## src/hw/rtl/zlrd_pkg.sv

```systemverilog
// Shared types and constants for the zero-length run decoder.
// Result record, register indexes and field widths; no dependencies.
package zlrd_pkg;

    localparam int LEN_W  = 25;
    localparam int BYTE_W = 8;
    localparam int CIDX_W = 2;

    localparam logic [CIDX_W-1:0] CFG_OUTPUT_LENGTH = 2'd0;
    localparam logic [CIDX_W-1:0] CFG_RUN_THRESHOLD = 2'd1;

    localparam logic [LEN_W-1:0]  LENGTH_RESET    = 25'd131072;
    localparam logic [BYTE_W-1:0] THRESHOLD_RESET = 8'd64;

    typedef struct packed {
        logic [BYTE_W-1:0] out_value;
        logic [BYTE_W-1:0] repeat_count;
        logic              block_done;
        logic              decode_error;
    } t_result;

    typedef struct packed {
        logic full;
        logic not_empty;
    } t_queue_status;

endpackage

```

## src/hw/rtl/zlrd_front.sv

```systemverilog
// Front end: takes source bytes, tracks header/literal state and block fill,
// and pushes one result record per byte that yields one. Uses zlrd_pkg.
module zlrd_front import zlrd_pkg::*; (
    input  logic              i_clk,
    input  logic              i_rst_n,
    input  logic              i_accept,
    input  logic [BYTE_W-1:0] i_data_byte,
    input  logic              i_last_byte,
    input  logic              i_cfg_write,
    input  logic [CIDX_W-1:0] i_cfg_index,
    input  logic [LEN_W-1:0]  i_cfg_data,
    output logic              o_push,
    output t_result           o_result
);

    typedef enum logic {
        MODE_HEADER,
        MODE_LITERAL
    } t_mode;

    t_mode             r_mode, n_mode;
    logic [BYTE_W-1:0] r_left, n_left;
    logic [LEN_W-1:0]  r_written, n_written;
    logic              r_error, n_error;
    logic [LEN_W-1:0]  r_out_len;
    logic [BYTE_W-1:0] r_thresh;

    logic [BYTE_W-1:0] thresh;
    logic [BYTE_W:0]   run_len;
    logic [BYTE_W:0]   zeros;
    logic [LEN_W:0]    lit_end;
    logic [LEN_W:0]    zero_end;
    logic              full;
    logic              emit;
    logic [BYTE_W-1:0] value;
    logic [BYTE_W-1:0] repeats;

    always_comb begin
        thresh   = (r_thresh == '0) ? BYTE_W'(1) : r_thresh;
        run_len  = {1'b0, i_data_byte} + (BYTE_W+1)'(1);
        zeros    = run_len - {1'b0, thresh};
        lit_end  = {1'b0, r_written} + {{(LEN_W-BYTE_W){1'b0}}, run_len};
        zero_end = {1'b0, r_written} + {{(LEN_W-BYTE_W){1'b0}}, zeros};
        full     = r_written >= r_out_len;

        n_mode    = r_mode;
        n_left    = r_left;
        n_written = r_written;
        n_error   = r_error;
        emit      = 1'b0;
        value     = '0;
        repeats   = '0;

        if (r_error) begin
            // swallow
        end else if (r_mode == MODE_LITERAL) begin
            emit      = 1'b1;
            value     = i_data_byte;
            repeats   = BYTE_W'(1);
            n_written = r_written + LEN_W'(1);
            n_left    = (r_left != '0) ? r_left - BYTE_W'(1) : r_left;
            if (n_left == '0) begin
                n_mode = MODE_HEADER;
            end
        end else if (!full) begin
            if (run_len <= {1'b0, thresh}) begin
                if (lit_end > {1'b0, r_out_len}) begin
                    n_error = 1'b1;
                end else begin
                    n_mode = MODE_LITERAL;
                    n_left = run_len[BYTE_W-1:0];
                end
            end else begin
                if (zero_end > {1'b0, r_out_len}) begin
                    n_error = 1'b1;
                end else begin
                    emit      = 1'b1;
                    repeats   = zeros[BYTE_W-1:0];
                    n_written = zero_end[LEN_W-1:0];
                end
            end
        end

        o_result.out_value    = value;
        o_result.repeat_count = repeats;
        o_result.block_done   = i_last_byte;
        o_result.decode_error = i_last_byte &
            (n_error | (n_mode == MODE_LITERAL) | (n_written != r_out_len));
        o_push = i_accept & (emit | i_last_byte);
    end

    always_ff @(posedge i_clk) begin
        if (!i_rst_n) begin
            r_mode    <= MODE_HEADER;
            r_left    <= '0;
            r_written <= '0;
            r_error   <= 1'b0;
            r_out_len <= LENGTH_RESET;
            r_thresh  <= THRESHOLD_RESET;
        end else begin
            if (i_accept) begin
                if (i_last_byte) begin
                    r_mode    <= MODE_HEADER;
                    r_left    <= '0;
                    r_written <= '0;
                    r_error   <= 1'b0;
                end else begin
                    r_mode    <= n_mode;
                    r_left    <= n_left;
                    r_written <= n_written;
                    r_error   <= n_error;
                end
            end
            if (i_cfg_write) begin
                unique case (i_cfg_index)
                    CFG_OUTPUT_LENGTH: r_out_len <= i_cfg_data;
                    CFG_RUN_THRESHOLD: r_thresh  <= i_cfg_data[BYTE_W-1:0];
                    default: ;
                endcase
            end
        end
    end

endmodule

```

## src/hw/rtl/zlrd_queue.sv

```systemverilog
// Result queue between front end and output port: small flop FIFO whose
// head drives the output channel. Uses zlrd_pkg for the result record.
module zlrd_queue import zlrd_pkg::*; #(
    parameter int DEPTH = 4
) (
    input  logic          i_clk,
    input  logic          i_rst_n,
    input  logic          i_push,
    input  t_result       i_push_data,
    input  logic          i_pop,
    output t_result       o_head,
    output t_queue_status o_status
);

    localparam int PTR_W = (DEPTH > 1) ? $clog2(DEPTH) : 1;
    localparam int CNT_W = $clog2(DEPTH + 1);

    t_result            r_mem [DEPTH];
    logic [PTR_W-1:0]   r_wr_ptr, r_rd_ptr;
    logic [CNT_W-1:0]   r_count;
    logic               do_push, do_pop;

    always_comb begin
        o_status.full      = r_count == CNT_W'(DEPTH);
        o_status.not_empty = r_count != '0;
        do_push            = i_push & ~o_status.full;
        do_pop             = i_pop & o_status.not_empty;
        o_head             = r_mem[r_rd_ptr];
    end

    always_ff @(posedge i_clk) begin
        if (do_push) begin
            r_mem[r_wr_ptr] <= i_push_data;
        end
    end

    always_ff @(posedge i_clk) begin
        if (!i_rst_n) begin
            r_wr_ptr <= '0;
            r_rd_ptr <= '0;
            r_count  <= '0;
        end else begin
            if (do_push) begin
                r_wr_ptr <= (r_wr_ptr == PTR_W'(DEPTH - 1)) ? '0 : r_wr_ptr + PTR_W'(1);
            end
            if (do_pop) begin
                r_rd_ptr <= (r_rd_ptr == PTR_W'(DEPTH - 1)) ? '0 : r_rd_ptr + PTR_W'(1);
            end
            case ({do_push, do_pop})
                2'b10:   r_count <= r_count + CNT_W'(1);
                2'b01:   r_count <= r_count - CNT_W'(1);
                default: r_count <= r_count;
            endcase
        end
    end

endmodule

```

## src/hw/rtl/zero_length_run_decoder_unit.sv

```systemverilog
// Top level of the zero-length run decoder: front end plus result queue.
// Uses zlrd_pkg, zlrd_front and zlrd_queue.
//
//   channel | direction | handshake               | payload
//   --------+-----------+-------------------------+------------------------------
//   in      | sink      | i_in_valid / o_in_stall  | i_data_byte, i_last_byte
//   out     | source    | o_out_valid / i_out_stall| o_out_value, o_repeat_count,
//           |           |                         | o_block_done, o_decode_error
//   cfg     | sink      | i_cfg_valid / o_cfg_ready| i_cfg_index, i_cfg_data
//
// One source byte per cycle while o_in_stall is low; its result, if any, is registered in the result queue.
// The rate is set by the combinational header decode and the registered fill-count update.
// o_in_stall rises only when the QUEUE_DEPTH-entry result queue is full.
// Synchronous active-low reset; config registers return to their defaults.
module zero_length_run_decoder_unit import zlrd_pkg::*; #(
    parameter int QUEUE_DEPTH = 4
) (
    input  logic              i_clk,
    input  logic              i_rst_n,
    input  logic              i_in_valid,
    output logic              o_in_stall,
    input  logic [BYTE_W-1:0] i_data_byte,
    input  logic              i_last_byte,
    output logic              o_out_valid,
    input  logic              i_out_stall,
    output logic [BYTE_W-1:0] o_out_value,
    output logic [BYTE_W-1:0] o_repeat_count,
    output logic              o_block_done,
    output logic              o_decode_error,
    input  logic              i_cfg_valid,
    output logic              o_cfg_ready,
    input  logic [CIDX_W-1:0] i_cfg_index,
    input  logic [LEN_W-1:0]  i_cfg_data
);

    t_result       push_data;
    t_result       head;
    t_queue_status q_status;
    logic          push;
    logic          accept;

    assign o_cfg_ready = 1'b1;
    assign o_in_stall  = q_status.full;
    assign accept      = i_in_valid & ~q_status.full;
    assign o_out_valid = q_status.not_empty;

    assign o_out_value    = head.out_value;
    assign o_repeat_count = head.repeat_count;
    assign o_block_done   = head.block_done;
    assign o_decode_error = head.decode_error;

    zlrd_front u_front (
        .i_clk       (i_clk),
        .i_rst_n     (i_rst_n),
        .i_accept    (accept),
        .i_data_byte (i_data_byte),
        .i_last_byte (i_last_byte),
        .i_cfg_write (i_cfg_valid & o_cfg_ready),
        .i_cfg_index (i_cfg_index),
        .i_cfg_data  (i_cfg_data),
        .o_push      (push),
        .o_result    (push_data)
    );

    zlrd_queue #(
        .DEPTH (QUEUE_DEPTH)
    ) u_queue (
        .i_clk       (i_clk),
        .i_rst_n     (i_rst_n),
        .i_push      (push),
        .i_push_data (push_data),
        .i_pop       (o_out_valid & ~i_out_stall),
        .o_head      (head),
        .o_status    (q_status)
    );

`ifndef SYNTHESIS
    a_data_has_count: assert property (@(posedge i_clk) disable iff (!i_rst_n)
        o_out_valid && !o_block_done |-> o_repeat_count != '0)
        else $error("data result without repeat count");

    a_error_with_done: assert property (@(posedge i_clk) disable iff (!i_rst_n)
        o_out_valid && o_decode_error |-> o_block_done)
        else $error("error flag outside done result");

    a_literal_single: assert property (@(posedge i_clk) disable iff (!i_rst_n)
        o_out_valid && o_out_value != '0 |-> o_repeat_count == BYTE_W'(1))
        else $error("nonzero value with repeat count other than one");
`endif

endmodule

```

## config.mk

```make
export PLATFORM = sky130hd
export DESIGN_NAME = zero_length_run_decoder_unit
export DESIGN_NICKNAME = d
export VERILOG_FILES = /design/src/hw/rtl/zlrd_pkg.sv /design/src/hw/rtl/zlrd_front.sv /design/src/hw/rtl/zlrd_queue.sv /design/src/hw/rtl/zero_length_run_decoder_unit.sv
export SDC_FILE = /design/constraint.sdc
export NUM_CORES = 1
export LEC_CHECK = 0
export BUFFER_PORTS_ARGS = -buffer_cell sky130_fd_sc_hd__buf_2
export CAP_MARGIN = 15
export CORE_UTILIZATION = 57
export DETAILED_ROUTE_END_ITERATION = 10
export PLACE_DENSITY = 0.88
export SLEW_MARGIN = 10
export SYNTH_ARGS = -nofsm -noshare
export SYNTH_HDL_FRONTEND = slang
export SYNTH_SLANG_ARGS = --single-unit
```

## constraint.sdc

```tcl
create_clock -name i_clk -period 7.2 [get_ports i_clk]
set_clock_uncertainty 0.2 [all_clocks]
set_input_delay 0.36 -clock i_clk [delete_from_list [all_inputs] [get_ports i_clk]]
set_output_delay 0.36 -clock i_clk [all_outputs]
set_load 0.01 [all_outputs]
```

## Yosys cells after proc, flatten, opt, wreduce, memory -nomap -nowiden

Memories as Yosys holds them, arrays and structs flattened. A register that Yosys moved wholly into a read port is not among the register bits.
Cells that the tools add are included.

| storage, ports and cells | value |
|---|---|
| memories kept | 1 |
| output and inout port bits | 21 |
| input bits | 41 |
| register bits | 75 |
| word-level logic and storage cells | 102 |
| RAM bits | 72 |

Memory list:

| memory | depth | width | read ports | clocked after memory_dff | write ports | RTL line | source |
|---|---|---|---|---|---|---|---|
| u_queue.r_mem | 4 | 18 | 1 | 1 | 1 | zlrd_queue.sv:18 | `t_result r_mem [DEPTH];` |

| operators by class | value |
|---|---|
| bitwise operators | 11 |
| reductions and logical operators | 10 |
| equality and inequality tests | 10 |
| order comparisons | 4 |
| add/sub/neg operators | 10 |
| mux-type cells | 47 |

Operators by type and width:

| operator | number |
|---|---|
| $mux W25 | 6 |
| $mux W8 | 15 |
| $add A25 B9 Y26 | 2 |
| $gt A26 B25 Y1 | 2 |
| $add A25 B1 Y25 const B | 1 |
| $ge A25 B25 Y1 | 1 |
| $ne A25 B25 Y1 | 1 |
| $mux W1 | 21 |
| $logic_not A8 Y1 | 2 |
| $add A8 B1 Y9 const B | 1 |
| $le A9 B8 Y1 | 1 |
| $sub A9 B8 Y9 | 1 |
| $mux W2 | 4 |
| $reduce_bool A8 Y1 | 1 |
| $sub A8 B1 Y8 const B | 1 |
| $and A1 B1 Y1 | 6 |
| $eq A2 B2 Y1 const B | 3 |
| $ne A3 B2 Y1 const B | 2 |
| $pmux W3 S2 | 1 |
| $reduce_bool A3 Y1 | 2 |
| $reduce_and A5 Y1 | 1 |
| $add A2 B1 Y2 const B | 2 |
| $eq A2 B1 Y1 const B | 2 |
| $reduce_and A2 Y1 | 2 |
| other kinds (8) | 11 |

## Logic depth before layout (Yosys ltp)

| logic depth | value |
|---|---|
| depth in word-level cells | 15 |
| gate-level depth with buffers | 34 |
| gate-level depth less buffers | 33 |

## By module

A second synthesis with hierarchy kept.

| unflattened totals | value |
|---|---|
| cell total of the unflattened synthesis | 1252 |
| area total of the unflattened synthesis | 11169.5 um^2 |

By module, submodules not included:

| module | seq. area each (um^2) | area an instance (um^2) | cells each | instances |
|---|---|---|---|---|
| zlrd_front | 1361.3 | 7996.4 | 1098 | 1 |
| zlrd_queue | 2342.2 | 3134.3 | 150 | 1 |
| zero_length_run_decoder_unit | 0.0 | 38.8 | 4 | 1 |

## Worst setup path after synthesis

OpenSTA, ideal clock, no wires.

| timing path | value |
|---|---|
| path kind | register -> register |
| from | register u_front.r_thresh[4] |
| to | memory u_queue.r_mem[0][0] in the netlist's numbering (data pin) |
| setup time | 275 ps |
| data required time | 6725 ps |
| cell stages (with the launch flop) | 29 |
| setup slack | 235 ps |
| arrival time | 6490 ps |
| cell sequence | dfxtp_1 -> nor4_1 -> a41o_1 -> ha_1 -> inv_1 -> fa_1 -> a21o_1 -> a21oi_1 -> o21bai_1 -> a21oi_1 -> xnor2_1 -> ha_1 -> nand2_1 -> a2111oi_1 -> o21ai_1 -> nor2_1 -> xor2_1 -> ha_1 -> a211o_1 -> a21oi_1 -> o211ai_1 -> a31oi_1 -> o31a_2 -> o211ai_1 -> a311oi_1 -> mux2_1 -> nor4_1 -> nand4_1 -> o41a_1 |

RTL lines:

| what | RTL line | source |
|---|---|---|
| start, declared | zlrd_front.sv:26 | `logic [BYTE_W-1:0] r_thresh;` |
| start signal, assigned | zlrd_front.sv:117 | `CFG_RUN_THRESHOLD: r_thresh <= i_cfg_data[BYTE_W-1:0];` |
| end, declared | zlrd_queue.sv:18 |  |

==> results by group <==
Status
  – Status: finished with violations
  – Failing checks: negative hold slack, negative setup slack

Routing
  – First-pass DRT Iterations: 7
  – Met3 wire length: 5560 µm
  – Via density: 6.81
  – Final wirelength: 41,900 µm
  – Routed vias: approximately 12,000
  – # DRC: 0
  – Post-Route M1 WL: between 15,000 and 20,000 µm
  – Met2 WL: 17,900 µm
  – Routed length per instance: 24.1 µm
  – Max Used Layer: met4
  – Initial DRC Count: between 1,500 and 2,000
  – ANT nets after route: 0

Die
  – Num ports: 62
  – Chip height: ~140 µm
  – Die width: 143 µm
  – FP Rows: 51
  – Full die area: between 20,000 and 25,000 µm²
  – Core Area: approximately 20,000 µm²
  – Initial Util: 0.584

Clock network
  – CTS sink count: 149
  – Clock root buffer: clkbuf_16
  – Max clock buf depth: 2
  – CTS buffer count: 17
  – Reg clk slew, reported paths: around 0.080 ns
  – H-tree depth: 4
  – Skew-Pair Late Insertion Delay: 0.44 ns
  – CTS tree: done

Global route
  – Initial antenna violation count: 1
  – GRT Resource Usage Total: 0.400
  – First-pass GRT wire length: 61,300 µm
  – Vias in the first global route: ~11,000
  – Pin count of the biggest net entering global routing: 76
  – Remaining Overflow, GRT: 0

Logic synthesis
  – Most used flip-flop cell after synthesis: dfxtp_1
  – Area leader, netlist: edfxtp_1
  – Syn avg cell area: 9.02 µm²
  – Warnings from Yosys: 0
  – Area contributors post-synth: edfxtp_1, dfxtp_1, ha_1
  – Asr flop ratio synth: 0
  – Yosys top cell area share: 0.190
  – Post-synth EDFFs: 72
  – Seq cells post-synth: ~150
  – Syn Nets: 1,423
  – Netlist Area Pre-Place: between 10,000 and 15,000 µm²
  – Synth cell types: 90
  – Post-synthesis cell count: 1,264
  – Register area share after synthesis: 0.325

STA
  – Max-slew violations: 0
  – Hold Vio Cnt, Final: 1
  – Final worst path period share: 1.04
  – Min Clock Period, post-route: 7.47 ns
  – RSZ-0062 raised after global routing: yes
  – Final setup vio count: 5
  – Rel. slew slack: 0.140
  – Final WS setup: -0.274 ns
  – Peak Freq: 134 MHz
  – Measured slew at the worst slew-check pin: approximately 1.3 ns
  – Min Hold Slack: -0.000785 ns

Worst setup path
  – Worst EP required: 7.17 ns
  – Slack of the worst reg-to-reg path: -0.27 ns
  – Setup CP Type: reg2reg
  – CP Buf/Inv Count: 5
  – Slowest CP cell: o41a_1
  – Largest delay contributor family on the critical path: compound AO/OA/AOI/OAI gates
  – Worst path arrival time: 7.44 ns
  – Crit end category: register
  – CP max stage delay: around 0.4 ns
  – Startpoint type of the worst setup path: register
  – CP max FO: 4
  – CP dominant cell by count: buf_4

Finish
  – Commonest non-fill, non-tap cell in the layout: buf_4
  – Finished Layout Cells: 1,739
  – Nets: roughly 1,600
  – Area grow syn2layout: 25.2%
  – Layout cells sized above 1: 0.246
  – Final-layout fill cell count: 1,370
  – Core Util, Final: 0.731
  – Most frequent cells in the layout: buf_4, nand2_1, ha_1
  – Reg area: 3700 µm²
  – Multi-input gate area: 7610 µm²

Placement
  – Placed insts: about 1,600
  – Pre-CTS WS: -0.282 ns
  – Gpl congestion: 1.06
  – IO buf count: 60
  – HPWL Detailed: 27,600 µm

Power and ir drop
  – PwrDens: 255 nW/µm²
  – Tot Pwr: roughly 3.6 mW
  – Leakage: 5.76 nW
  – Worst VDD drop: 0.000193 V

Flow run
  – Max Cap Viol: 0

Min path
  – Worst Hold Class: in2reg
-- Yosys cell counts (7+ instances only) --
cell type,count
a22oi_1,17
mux2i_1,18
dfxtp_1,77
o21a_1,9
a21o_1,8
o21ai_0,53
a21oi_1,54
nor4_1,10
nor3_1,28
nand2b_1,7
nand2_1,137
edfxtp_1,72
xnor2_1,58
and3_1,26
nand4_1,34
and2_1,17
ha_1,114
clkbuf_1,46
nand3_1,31
nor2_1,80
mux4_2,18
or3_1,14
o22ai_1,8
buf_2,10
inv_1,65
o21ai_1,7
o211ai_1,9
a21boi_0,34
nor2b_1,41
xor2_1,31
-- per-stage QoR --
stage	instance area (µm²)	TNS [ns]
floorplan	11400	0
global placement	12700	-0.570
detailed placement	12700	-1.54
CTS	13900	0
global route	14300	-2.56
finish	14300	-1.20
-- worst paths after layout --
| kind | start | to | cells past startpoint |
|---|---|---|---|
| min | i_cfg_data[0] | u_front.r_out_len[0] | 3 |
| max | u_front.r_thresh[7] | u_queue.r_mem[2][0] | 33 |
| max reg2reg | u_front.r_thresh[7] | u_queue.r_mem[2][0] | 33 |
| min reg2reg | u_front.r_out_len[4] | u_front.r_out_len[4] | 2 |
-- repair_timing --
action                                  CTS  global route
hold endpoints to repair                 24             0
gates resized for setup                  30            60
endpoints found under the setup margin   79            86
pin swaps                                14            44
buffers inserted                         24            13
hold buffers                             23             0
-- per-layer routing --
layer,GRT usage,vias to the layer above
met4,0.254,0
met5,0,-
li1,-,5014
met2,0.612,1019
met3,0.134,324
met1,0.482,5484
-- report_power, final --
group / switching, mW / internal, mW
logic: 0.939 / 0.737
clock network: 0.454 / 0.470
registers: 0.0593 / 0.987
-- worst min-delay path, stage by stage --
cell      delay [ns]
buf_2           0.11
nand2_1         0.05
a21boi_0        0.06
-- sequential cells by signal, summed over array words and instances (netlist names), named ones only --
name               count
u_queue.r_count        3
u_queue.r_rd_ptr       2
u_front.r_out_len     25
u_front.r_error        1
u_front.r_written     25
u_front.r_thresh       8
u_queue.r_mem         72
u_front.r_mode         1
u_queue.r_wr_ptr       2
u_front.r_left         8
-- cells by family (layout without fill, tap and decap cells) --
logic type	after synthesis	count (layout)	synth area share
compound gates	282	282	0.170
xor+xnor	89	89	0.0683
fa+ha+maj	118	118	0.132
buf+inv	129	338	0.0442
flops	149	149	0.325
mux	39	39	0.0543
other cells	1	2	0.000329
simple gates	457	457	0.206
-- cell type report --
type / instances / area share
Timing Repair Buffer: 238 / 0.125
Tap cell: 265 / 0.0232
Clock buffer: 17 / 0.0298
Clock inverter: 15 / 0.0122
Inverter: 68 / 0.0179
Antenna cell: 1 / 0.000175
Multi-Input combinational cell: 986 / 0.533
Sequential cell: 149 / 0.259
No activity file was read; power rests on OpenSTA's default activity.
